### src/rtl/apsd_pkg.sv
// apsd_pkg: shared item types, status codes and framing constants for the app4 segment payload deframer
// no dependencies; imported by apsd_parse, the top level and the testbench
package apsd_pkg;

  localparam logic [7:0]  SYNC_BYTE      = 8'hFF;   // first byte of every marker pair
  localparam logic [7:0]  MARKER_RESET   = 8'd228;  // app4 marker code
  localparam logic [15:0] FRAME_OVERHEAD = 16'd6;   // length field plus size field
  localparam logic [15:0] MIN_HDR_LEN    = 16'd4;   // header must hold its own length bytes
  localparam logic [15:0] LEN_FIELD_LEN  = 16'd2;   // later segment length counts itself
  localparam logic [31:0] TAIL_MIN       = 32'd4;   // smallest tail worth a new segment
  localparam int unsigned COUNT_BITS     = 24;      // width of out_count field

  typedef enum logic [2:0] {
    ST_OK           = 3'd0,
    ST_NO_MARKER    = 3'd1,
    ST_MISSING_MARK = 3'd2,
    ST_SHORT_TAIL   = 3'd3,
    ST_HDR_SHORT    = 3'd4,
    ST_CUT          = 3'd5
  } status_e;

  typedef struct packed {
    logic [7:0] in_byte;
    logic       in_last;
  } in_item_t;

  typedef struct packed {
    logic [7:0]            data_byte;
    logic                  byte_valid;
    logic                  packet_end;
    logic [2:0]            status;
    logic [COUNT_BITS-1:0] out_count;
  } out_item_t;

endpackage

### src/rtl/apsd_parse.sv
// apsd_parse: per-packet parser state and single-pass next-state logic
// depends on apsd_pkg; one item is processed on each fire_i strobe
module apsd_parse #(
  parameter int unsigned OUT_COUNT_WIDTH = 24
) (
  input  logic               clk_i,
  input  logic               rst_ni,
  input  logic               fire_i,
  input  apsd_pkg::in_item_t item_i,
  input  logic [7:0]         marker_i,
  output logic               has_result_o,
  output apsd_pkg::out_item_t result_o
);
  import apsd_pkg::*;

  typedef enum logic [7:0] {
    PH_SEARCH = 8'b0000_0001,
    PH_LEN    = 8'b0000_0010,
    PH_HEADER = 8'b0000_0100,
    PH_SIZE   = 8'b0000_1000,
    PH_DATA   = 8'b0001_0000,
    PH_MARK   = 8'b0010_0000,
    PH_DONE   = 8'b0100_0000,
    PH_DRAIN  = 8'b1000_0000
  } phase_e;

  localparam logic [OUT_COUNT_WIDTH-1:0] CountMax = '1;

  phase_e                     phase_q, phase_d;
  status_e                    status_q, status_d;
  logic                       prev_ff_q, prev_ff_d;
  logic [1:0]                 field_idx_q, field_idx_d;
  logic [15:0]                app_len_q, app_len_d;
  logic [15:0]                hdr_len_q, hdr_len_d;
  logic [15:0]                hdr_cnt_q, hdr_cnt_d;
  logic [31:0]                remain_q, remain_d;   // payload size minus bytes consumed
  logic [15:0]                seg_left_q, seg_left_d;
  logic                       later_q, later_d;
  logic [OUT_COUNT_WIDTH-1:0] emit_cnt_q, emit_cnt_d;

  logic        emit;
  logic [31:0] rem_dec;
  logic        done_after;
  logic        short_after;
  logic [15:0] cnt_inc;
  logic [15:0] seg_len;
  status_e     status_out;
  logic [31:0] cnt_ext;

  always_comb begin
    phase_d     = phase_q;
    status_d    = status_q;
    prev_ff_d   = prev_ff_q;
    field_idx_d = field_idx_q;
    app_len_d   = app_len_q;
    hdr_len_d   = hdr_len_q;
    hdr_cnt_d   = hdr_cnt_q;
    remain_d    = remain_q;
    seg_left_d  = seg_left_q;
    later_d     = later_q;
    emit        = 1'b0;
    cnt_inc     = hdr_cnt_q + 16'd1;
    seg_len     = '0;
    // remaining size after consuming one byte, and the checks on it
    rem_dec     = remain_q - {31'd0, (remain_q != '0)};
    done_after  = (remain_q <= 32'd1);
    short_after = (remain_q <= TAIL_MIN);

    case (phase_q)
      PH_SEARCH: begin
        if (prev_ff_q && (item_i.in_byte == marker_i) && !item_i.in_last) begin
          phase_d     = PH_LEN;
          field_idx_d = '0;
        end
        prev_ff_d = (item_i.in_byte == SYNC_BYTE);
      end
      PH_LEN: begin
        app_len_d = {app_len_q[7:0], item_i.in_byte};
        if (field_idx_q == 2'd1) begin
          phase_d   = PH_HEADER;
          hdr_cnt_d = '0;
        end else begin
          field_idx_d = 2'd1;
        end
      end
      PH_HEADER: begin
        if (hdr_cnt_q == 16'd2) begin
          hdr_len_d = {8'd0, item_i.in_byte};
        end else if (hdr_cnt_q == 16'd3) begin
          hdr_len_d = {item_i.in_byte, hdr_len_q[7:0]};
        end
        hdr_cnt_d = cnt_inc;
        if ((cnt_inc == MIN_HDR_LEN) && (hdr_len_d < MIN_HDR_LEN)) begin
          phase_d  = PH_DRAIN;
          status_d = ST_HDR_SHORT;
        end else if ((cnt_inc >= MIN_HDR_LEN) && (cnt_inc == hdr_len_d)) begin
          phase_d     = PH_SIZE;
          field_idx_d = '0;
        end
      end
      PH_SIZE: begin
        remain_d[{field_idx_q, 3'b000} +: 8] = item_i.in_byte;
        if (field_idx_q == 2'd3) begin
          seg_len    = app_len_q - hdr_len_q - FRAME_OVERHEAD;
          seg_left_d = seg_len;
          later_d    = 1'b0;
          if (seg_len != '0) begin
            phase_d = PH_DATA;
          end else if (remain_d == '0) begin
            phase_d = PH_DONE;
          end else begin
            phase_d     = PH_MARK;
            field_idx_d = '0;
          end
        end else begin
          field_idx_d = field_idx_q + 2'd1;
        end
      end
      PH_DATA: begin
        emit       = 1'b1;
        remain_d   = rem_dec;
        seg_left_d = seg_left_q - 16'd1;
        if (seg_left_d == '0) begin
          if (done_after) begin
            phase_d = PH_DONE;
          end else if (later_q && short_after) begin
            phase_d  = PH_DRAIN;
            status_d = ST_SHORT_TAIL;
          end else begin
            phase_d     = PH_MARK;
            field_idx_d = '0;
          end
        end
      end
      PH_MARK: begin
        remain_d = rem_dec;
        case (field_idx_q)
          2'd0: begin
            if (item_i.in_byte != SYNC_BYTE) begin
              phase_d  = PH_DRAIN;
              status_d = ST_MISSING_MARK;
            end else begin
              field_idx_d = 2'd1;
            end
          end
          2'd1: begin
            if (item_i.in_byte != marker_i) begin
              phase_d  = PH_DRAIN;
              status_d = ST_MISSING_MARK;
            end else begin
              field_idx_d = 2'd2;
            end
          end
          2'd2: begin
            seg_left_d  = {item_i.in_byte, 8'd0};
            field_idx_d = 2'd3;
          end
          default: begin
            // length counts its own two bytes
            seg_len    = {seg_left_q[15:8], item_i.in_byte} - LEN_FIELD_LEN;
            seg_left_d = seg_len;
            later_d    = 1'b1;
            if (seg_len != '0) begin
              phase_d = PH_DATA;
            end else if (done_after) begin
              phase_d = PH_DONE;
            end else if (short_after) begin
              phase_d  = PH_DRAIN;
              status_d = ST_SHORT_TAIL;
            end else begin
              phase_d     = PH_MARK;
              field_idx_d = '0;
            end
          end
        endcase
      end
      default: begin
        // done and drain drop bytes until packet end
      end
    endcase

    emit_cnt_d = emit_cnt_q;
    if (emit && (emit_cnt_q != CountMax)) begin
      emit_cnt_d = emit_cnt_q + 1'b1;
    end

    // closing status, when no error was flagged earlier
    status_out = status_d;
    if (status_d == ST_OK) begin
      if (phase_d == PH_SEARCH) begin
        status_out = ST_NO_MARKER;
      end else if (phase_d inside {PH_LEN, PH_HEADER, PH_SIZE, PH_DATA}) begin
        status_out = ST_CUT;
      end else if ((phase_d == PH_MARK) && (field_idx_d != '0)) begin
        status_out = ST_SHORT_TAIL;
      end
    end
  end

  assign cnt_ext = 32'(emit_cnt_d);

  assign has_result_o         = emit || item_i.in_last;
  assign result_o.data_byte   = emit ? item_i.in_byte : 8'd0;
  assign result_o.byte_valid  = emit;
  assign result_o.packet_end  = item_i.in_last;
  assign result_o.status      = item_i.in_last ? status_out : ST_OK;
  assign result_o.out_count   = cnt_ext[COUNT_BITS-1:0];

  always_ff @(posedge clk_i or negedge rst_ni) begin
    if (!rst_ni) begin
      phase_q     <= PH_SEARCH;
      status_q    <= ST_OK;
      prev_ff_q   <= 1'b0;
      field_idx_q <= '0;
      app_len_q   <= '0;
      hdr_len_q   <= '0;
      hdr_cnt_q   <= '0;
      remain_q    <= '0;
      seg_left_q  <= '0;
      later_q     <= 1'b0;
      emit_cnt_q  <= '0;
    end else if (fire_i) begin
      if (item_i.in_last) begin
        phase_q     <= PH_SEARCH;
        status_q    <= ST_OK;
        prev_ff_q   <= 1'b0;
        field_idx_q <= '0;
        app_len_q   <= '0;
        hdr_len_q   <= '0;
        hdr_cnt_q   <= '0;
        remain_q    <= '0;
        seg_left_q  <= '0;
        later_q     <= 1'b0;
        emit_cnt_q  <= '0;
      end else begin
        phase_q     <= phase_d;
        status_q    <= status_d;
        prev_ff_q   <= prev_ff_d;
        field_idx_q <= field_idx_d;
        app_len_q   <= app_len_d;
        hdr_len_q   <= hdr_len_d;
        hdr_cnt_q   <= hdr_cnt_d;
        remain_q    <= remain_d;
        seg_left_q  <= seg_left_d;
        later_q     <= later_d;
        emit_cnt_q  <= emit_cnt_d;
      end
    end
  end

endmodule

### src/rtl/app4_segment_payload_deframer_unit.sv
// app4 segment payload deframer: input stage register, then result register
// one byte per cycle while the result register is free; single-pass parser between two registers
// an input item that causes no result is consumed without occupying the output register
// reset (async, active low) clears the parser state, both stage valids and
// sets the marker register to the app4 code; the parser state clears again after every packet end
module app4_segment_payload_deframer_unit #(
  parameter int unsigned OUT_COUNT_WIDTH = 24
) (
  input  logic                clk_i,
  input  logic                rst_ni,
  // input byte stream
  input  logic                in_valid_i,
  output logic                in_ready_o,
  input  apsd_pkg::in_item_t  in_item_i,
  // payload result stream
  output logic                out_valid_o,
  input  logic                out_ready_i,
  output apsd_pkg::out_item_t out_item_o,
  // marker code register write
  input  logic                cfg_valid_i,
  output logic                cfg_ready_o,
  input  logic [7:0]          cfg_data_i
);
  import apsd_pkg::*;

  // marker code register, always writable
  logic [7:0] marker_q;

  // input stage
  logic       s1_valid_q;
  in_item_t   s1_item_q;

  // result stage
  logic       out_valid_q;
  out_item_t  out_item_q;

  logic       out_free;    // result register can take a new item this cycle
  logic       s1_fire;     // input stage item is processed this cycle
  logic       has_result;
  out_item_t  result;

  assign cfg_ready_o = 1'b1;

  always_ff @(posedge clk_i or negedge rst_ni) begin
    if (!rst_ni) begin
      marker_q <= MARKER_RESET;
    end else if (cfg_valid_i) begin
      marker_q <= cfg_data_i;
    end
  end

  // the input stage drains only when the result register is free, so a waiting
  // result stalls the stream even when the next item would produce no result
  assign out_free   = !out_valid_q || out_ready_i;
  assign s1_fire    = s1_valid_q && out_free;
  assign in_ready_o = !s1_valid_q || out_free;

  always_ff @(posedge clk_i or negedge rst_ni) begin
    if (!rst_ni) begin
      s1_valid_q <= 1'b0;
    end else if (in_ready_o) begin
      s1_valid_q <= in_valid_i;
    end
  end

  always_ff @(posedge clk_i) begin
    if (in_ready_o && in_valid_i) begin
      s1_item_q <= in_item_i;
    end
  end

  apsd_parse #(
    .OUT_COUNT_WIDTH (OUT_COUNT_WIDTH)
  ) u_parse (
    .clk_i        (clk_i),
    .rst_ni       (rst_ni),
    .fire_i       (s1_fire),
    .item_i       (s1_item_q),
    .marker_i     (marker_q),
    .has_result_o (has_result),
    .result_o     (result)
  );

  // result register, loaded only with items that produce a result
  always_ff @(posedge clk_i or negedge rst_ni) begin
    if (!rst_ni) begin
      out_valid_q <= 1'b0;
    end else if (out_free) begin
      out_valid_q <= s1_fire && has_result;
    end
  end

  always_ff @(posedge clk_i) begin
    if (out_free && s1_fire && has_result) begin
      out_item_q <= result;
    end
  end

  assign out_valid_o = out_valid_q;
  assign out_item_o  = out_item_q;

endmodule

### config.mk
export PLATFORM = sky130hd
export DESIGN_NAME = app4_segment_payload_deframer_unit
export DESIGN_NICKNAME = d
export VERILOG_FILES = /design/src/rtl/apsd_pkg.sv /design/src/rtl/apsd_parse.sv /design/src/rtl/app4_segment_payload_deframer_unit.sv
export SDC_FILE = /design/constraint.sdc
export NUM_CORES = 1
export LEC_CHECK = 0
export BUFFER_PORTS_ARGS = -buffer_cell sky130_fd_sc_hd__buf_2
export CAP_MARGIN = 20
export CELL_PAD_IN_SITES_DETAIL_PLACEMENT = 0
export CELL_PAD_IN_SITES_GLOBAL_PLACEMENT = 1
export CORE_MARGIN = 5
export CORE_UTILIZATION = 52
export CTS_CLUSTER_DIAMETER = 80
export DETAILED_ROUTE_END_ITERATION = 10
export PLACE_DENSITY_LB_ADDON = 0.2
export SLEW_MARGIN = 5
export SYNTH_ARGS = -nofsm -noshare
export SYNTH_HDL_FRONTEND = slang
export SYNTH_SLANG_ARGS = --single-unit
### constraint.sdc
create_clock -name clk_i -period 12.87 [get_ports clk_i]
set_input_delay 1.287 -clock clk_i [delete_from_list [all_inputs] [get_ports clk_i]]
set_output_delay 1.287 -clock clk_i [all_outputs]
set_load 0.05 [all_outputs]
Yosys cells after proc, flatten, opt, wreduce, memory -nomap -nowiden:

Cells that the tools add are included.

* register bits: 191
* bits of input ports: 22

* add/sub/neg operators: 9
* $lt $le $gt $ge: 4
* eq/ne operators: 28
* shifts and indexed selects: 2
* muxes and demuxes: 78
* reductions and logical operators: 44

Operators by type and width (count)
* 16-bit 2-to-1 mux: 11
* 8-bit 2-to-1 mux: 15
* 16-bit one-hot mux with 2 select lines: 2
* 32-bit one-hot mux with 2 select lines: 1
* 24-bit 2-to-1 mux: 2
* 16-bit one-hot mux with 3 select lines: 1
* 8-bit one-hot mux with 6 select lines: 1
* 3-bit 2-to-1 mux: 14
* 32-bit bitwise mux: 1
* 16-bit by 2-bit == test with 1-bit output (second input constant): 2
* 32-bit by 1-bit <= comparator with 1-bit output (second input constant): 1
* 32-bit by 3-bit <= comparator with 1-bit output (second input constant): 1
* 32-bit logical NOT: 1
* 2-bit 2-to-1 mux: 16
* 32-bit 2-to-1 mux: 1
* 16-bit nonzero test: 2
* 32-bit nonzero test: 1
* 8-bit by 7-bit variable shift with 32-bit output (first input constant): 1
* 8-bit by 7-bit indexed part select with 32-bit output: 1
* 32-bit by 1-bit subtractor with 32-bit output: 1
* 24-bit by 1-bit adder with 24-bit output (second input constant): 1
* 24-bit != test (second input constant): 1
* 8-bit one-hot mux with 3 select lines: 1
* 3-bit one-hot mux with 3 select lines: 2
* other kinds (44): 84

Longest topological paths before layout:

* word-level depth: 15
* depth in mapped cells: 18
* mapped depth without buffers: 17

Modules after synthesis:

Synthesis repeated with hierarchy kept, for this count alone.

* cell total of the unflattened synthesis: 1505
* area, all modules: 13306.5 um^2

By module, submodules not included
* apsd_parse: times used 1, cells an instance 1430, area each 11481.0 um^2, sequential area each 3379.5 um^2
* app4_segment_payload_deframer_unit: times used 1, cells an instance 75, area each 1825.5 um^2, sequential area each 1636.6 um^2

Worst setup path after synthesis:

Ideal clock, no wire load.

* kind: reg-to-reg
* start: register u_parse.hdr_len_q[1]
* end: register out_item_q (netlist bit out_item_o[26]) (data pin)
* setup time: 0.268 ns
* data arrival time: 3.810 ns
* required time: 12.602 ns
* setup slack: 8.791 ns
* stages on the path, launching flop included: 16
* path buffers: 0
* clock period less this slack: 4.079 ns
* cell sequence: dfrtp_1 ha_1 inv_1 ha_1 fa_1 a211oi_1 o21ba_2 o21ai_0 a211oi_1 nand2_1 or4b_1 or4_4 o21ai_0 nor4_2 a31oi_1 o31ai_1

* word-level cells in the longest chain between the ends: 14

Ends and longest elaborated chain
* start: declaration: line apsd_parse.sv:34 `logic [15:0] hdr_len_q, hdr_len_d;`
* start signal: assignment: line apsd_parse.sv:241 `hdr_len_q <= hdr_len_d;`
* parallel branches: the longest is 13 deep, another holds 16-bit subtractor
* 3-bit 2-to-1 mux *: line apsd_parse.sv:189 `if (status_d == ST_OK) begin`
* end signal: assignment: line app4_segment_payload_deframer_unit.sv:95 `out_item_q <= result;`
* end: declaration: line app4_segment_payload_deframer_unit.sv:35 `out_item_t out_item_q;`

Mark *: on every way between the ends. The select of a mux whose other input is x is not followed.
A chain may end at the register's enable or synchronous reset.

Worst setup path after layout:

* start: register u_parse.hdr_len_q[2]
* end: register out_item_q (netlist bit out_item_o[25]) (data pin)

Same word-level chain as after synthesis.

==> key figures <==
Status
  – Outcome: complete, no violations

Clock network
  – CTS tree: yes
  – Postcts setup bufs: 0
  – Root Driver: clkbuf_16
  – CTS Buffer Depth: 2
  – Gates resized, CTS repair: 0
  – Clock slew at reported path FFs: 0.08 ns
  – Cts hold-fix bufs: 0
  – CTS Sinks: 191
  – Skew-Pair Late Insertion Delay: roughly 0.46 ns
  – H-tree depth: 4
  – Total CTS buffers: 17

Timing
  – Setup Skew: approximately 0.018 ns
  – Fin crit share: 37.62%
  – Relative slew slack: 31.91%
  – Final hold viol count: 0
  – Min Tclk post-route: 4.842 ns
  – RSZ-0062 raised after global routing: no
  – Actual slew at the worst max-slew pin: a little over 1 ns
  – Setup violators final: 0
  – Slew Limit Fails: 0
  – Max Fclk: 206.5 MHz
  – Setup TNS: 0 ns

Synth
  – Post-Syn Instances: 1548
  – Cell with the most instances after synthesis: o21ai_0
  – Leading post-synthesis cells by cell area: dfrtp_1 (26%), edfxtp_1 (10%), o21ai_0 (5.5%)
  – Post-synth ARST share: between 70 and 80%
  – Unique masters post-synth: 91
  – Yosys top cell area share: 26.17%
  – Netlist Area Pre-Place: 13390 um^2
  – YS warnings: 0
  – Seq cells post-synth: roughly 190
  – Syn avg cell area: about 8.6 um^2
  – Commonest cells post-synth: o21ai_0 (147), nand2_1 (143), dfrtp_1 (140), nor2_1 (123), clkbuf_1 (83)
  – Syn_nets: between 1500 and 2000
  – Area leader, netlist: dfrtp_1
  – Register area share after synthesis: 37.47%
  – EDFF count, synth: 46
  – Top_reg_cell synth: dfrtp_1

Routing
  – Drt first pass iters: 6
  – Routed len/inst: 21.22 um
  – Via count: 12220
  – Initial drt markers: 1357
  – Routed Antenna Nets: 0
  – Drt via density: 6.475
  – Final wirelength: 40.04 mm
  – DRC Markers: 0

Layout
  – Fill count: 2287
  – Layout Nets: 1612
  – Area grow syn2layout: 8.300%
  – Final Core Density: 57.41%
  – Share of cells above drive strength 1: 11.75%
  – Diodes inserted: 0

Placed design
  – Port Buffers: 60
  – Gpl congestion: 0.9681
  – Post-detail-place hpwl: between 20 and 30 mm

Die
  – Initial core utilization: between 50% and 60%
  – Die span in x: approximately 170 um
  – Core ar.: 25250 um^2
  – Site Rows: between 50 and 60
  – I/O Pins: 62
  – Die ar.: 29050 um^2
  – Die height: 170.4 um

Global route
  – Total gr overflow: 0
  – Initial antenna violation count: 0
  – Pin count of the biggest net entering global routing: between 80 and 90
  – Vias in the first global route: about 11000
  – Overall Global Routing Usage: 27.58%
  – First-pass GRT wire length: 64.08 mm

Setup path
  – Arrival @ worst endpoint: between 5 and 6 ns
  – Critical Path RT: ~13 ns
  – Crit path launch: u_parse.hdr_len_q[2]$_DFFE_PN0P_
  – Slowest stage cell, crit path: a211oi_1
  – Worst Setup Start Kind: flip-flop
  – Most used cell, CP: o21ai_0
  – CP max FO: 7
  – CP Cell Sequence: inv_1, ha_1, fa_1, a211oi_1, o21ai_0, a31oi_1, xor2_1, o21ai_0, nor4_1, nor4b_1, nand3b_1, o21ai_0, a22oi_1, a211oi_1, o21a_1
  – Top delay family on crit path: compound AO/OA/AOI/OAI gates
  – Crit-path max cell delay: 0.53 ns
  – CP Capture Type: flip-flop
  – R2r startpoint: u_parse.hdr_len_q[2]$_DFFE_PN0P_
  – WS Path Type: flip-flop to flip-flop
  – CP bufs+invs: 1

Power
  – Leakage: 6.125 nW
  – Comb pwr share: 21.5%
  – VDD IR max: 82.99 uV
  – Flop pwr share: 43.0%
  – Clk pwr share: 35.6%
  – Switching Fraction: 35.68%
  – PwrDens: 110.3 nW/um^2
  – Int Power: 0.001029 W
  – Switching power: around 0.00057 W

Flow run
  – Total of max-cap violations: 0

Worst hold path
  – Hold_sp: u_parse.later_q$_DFFE_PN0P_
  – Hold WC Path Type: flip-flop to flip-flop
-- logic make-up (layout without fill, tap and decap cells) --
kind of cell	count (synthesis)	count (layout)	synth area share, %
AND/OR/NAND/NOR	547	547	21.78
AO/OA/AOI/OAI	453	453	21.93
flip-flops	191	191	37.47
buffers and inverters	182	191	5.673
XOR/XNOR	96	96	6.281
adder cells (fa/ha/maj)	46	46	4.356
multiplexers	32	32	2.486
other	1	1	0.02801
-- per-layer routing --
metal	global-route usage, %	part of all wire [%]
met1	39.44	44
met2	43.26	45
met3	4.111	7.6
met4	8.854	2.8
met5	0	0
-- registers in the layout, summed over array words and instances (netlist names) --
register / flops
u_parse.emit_cnt_q: 24
out_valid_o: 1
u_parse.seg_left_q: 16
u_parse.phase_q: 8
u_parse.status_q: 3
u_parse.hdr_cnt_q: 16
out_item_o: 37
u_parse.later_q: 1
u_parse.field_idx_q: 2
u_parse.hdr_len_q: 16
u_parse.prev_ff_q: 1
marker_q: 8
s1_item_q: 9
s1_valid_q: 1
u_parse.remain_q: 32
u_parse.app_len_q: 16
-- final timing paths --
kind	endpoint	slack, ns	depth (start not counted)
setup / recovery	out_item_o[25]$_SDFFCE_PN0P_	8.03	15
hold / removal	u_parse.later_q$_DFFE_PN0P_	0.51	2
hold reg to reg	u_parse.later_q$_DFFE_PN0P_	0.51	2
min in group asynchronous	u_parse.hdr_cnt_q[14]$_DFFE_PN0P_	0.89	1
setup reg to reg	out_item_o[25]$_SDFFCE_PN0P_	8.03	15
max in group asynchronous	u_parse.remain_q[6]$_DFFE_PN0P_	10.67	2
-- power groups by stage --
| stage | Clock (W) | Combinational [W] | Sequential, W |
|---|---|---|---|
| floorplan | 0 | 0.000236 | 0.000696 |
| global placement | 0 | 0.000334 | 0.000699 |
| detailed placement | 0 | 0.000336 | 0.000699 |
| CTS | 0.000576 | 0.000337 | 0.000686 |
| global route | 0.000603 | 0.000377 | 0.000692 |
| finish | 0.000569 | 0.000343 | 0.000687 |
-- worst reg2reg max path, cell delays in order, from the launching register on --
cell and delay, ns:
dfrtp_1 0.44, inv_1 0.13, ha_1 0.36, fa_1 0.48, a211oi_1 0.53, o21ai_0 0.17, a31oi_1 0.23, xor2_1 0.31
o21ai_0 0.15, nor4_1 0.49, nor4b_1 0.48, nand3b_1 0.17, o21ai_0 0.09, a22oi_1 0.27, a211oi_1 0.12, o21a_1 0.18
-- placed cells by master, fill, tap and decap left out, types with 8 or more instances in the layout --
cell type	instances
nand2_1	142
nor3_1	37
inv_1	69
or4_1	11
a31oi_1	21
o22ai_1	14
clkbuf_16	17
a21o_1	11
or3_1	18
or2_2	8
nand4_1	19
nand3b_1	9
nor3b_1	9
buf_2	59
nand4b_1	11
mux2_2	10
edfxtp_1	46
xor2_1	35
nand2b_1	9
a21oi_1	80
a22o_1	59
buf_4	25
a211oi_1	11
ha_1	45
and2_1	13
mux2i_1	22
nor4_1	28
a221oi_1	16
o31ai_1	17
xnor2_1	61
nor2_1	121
nand3_1	48
and3_1	16
dfrtp_1	140
o21ai_0	147
a22oi_1	25
-- through the flow --
| stage | hold slack (ns) | power, W | instances | instance area [um^2] | worst slack, ns |
|---|---|---|---|---|---|
| after floorplan | 0.4244 | 0.0009313 | 1548 | 13390 | 8.791 |
| after global placement | 0.4907 | 0.001033 | 1852 | 13820 | 8.259 |
| after detailed placement | 0.4919 | 0.001035 | 1854 | 13840 | 8.109 |
| after CTS | 0.5167 | 0.001600 | 1886 | 14470 | 8.095 |
| after global routing | 0.5286 | 0.001673 | 1887 | 14500 | 7.642 |
| final | 0.5130 | 0.001599 | 1887 | 14500 | 8.028 |
-- area by class of cell --
type / instances / area, um^2 / area share, %
Clock buffer: 17 / 425.4 / 2.934
Clock inverter: 15 / 201.4 / 1.389
Inverter: 72 / 270.3 / 1.864
Multi-Input combinational cell: 1175 / 7639 / 52.69
Sequential cell: 191 / 5016 / 34.60
Tap cell: 330 / 412.9 / 2.848
Timing Repair Buffer: 87 / 533.0 / 3.677
No activity file was read; power rests on OpenSTA's default activity.
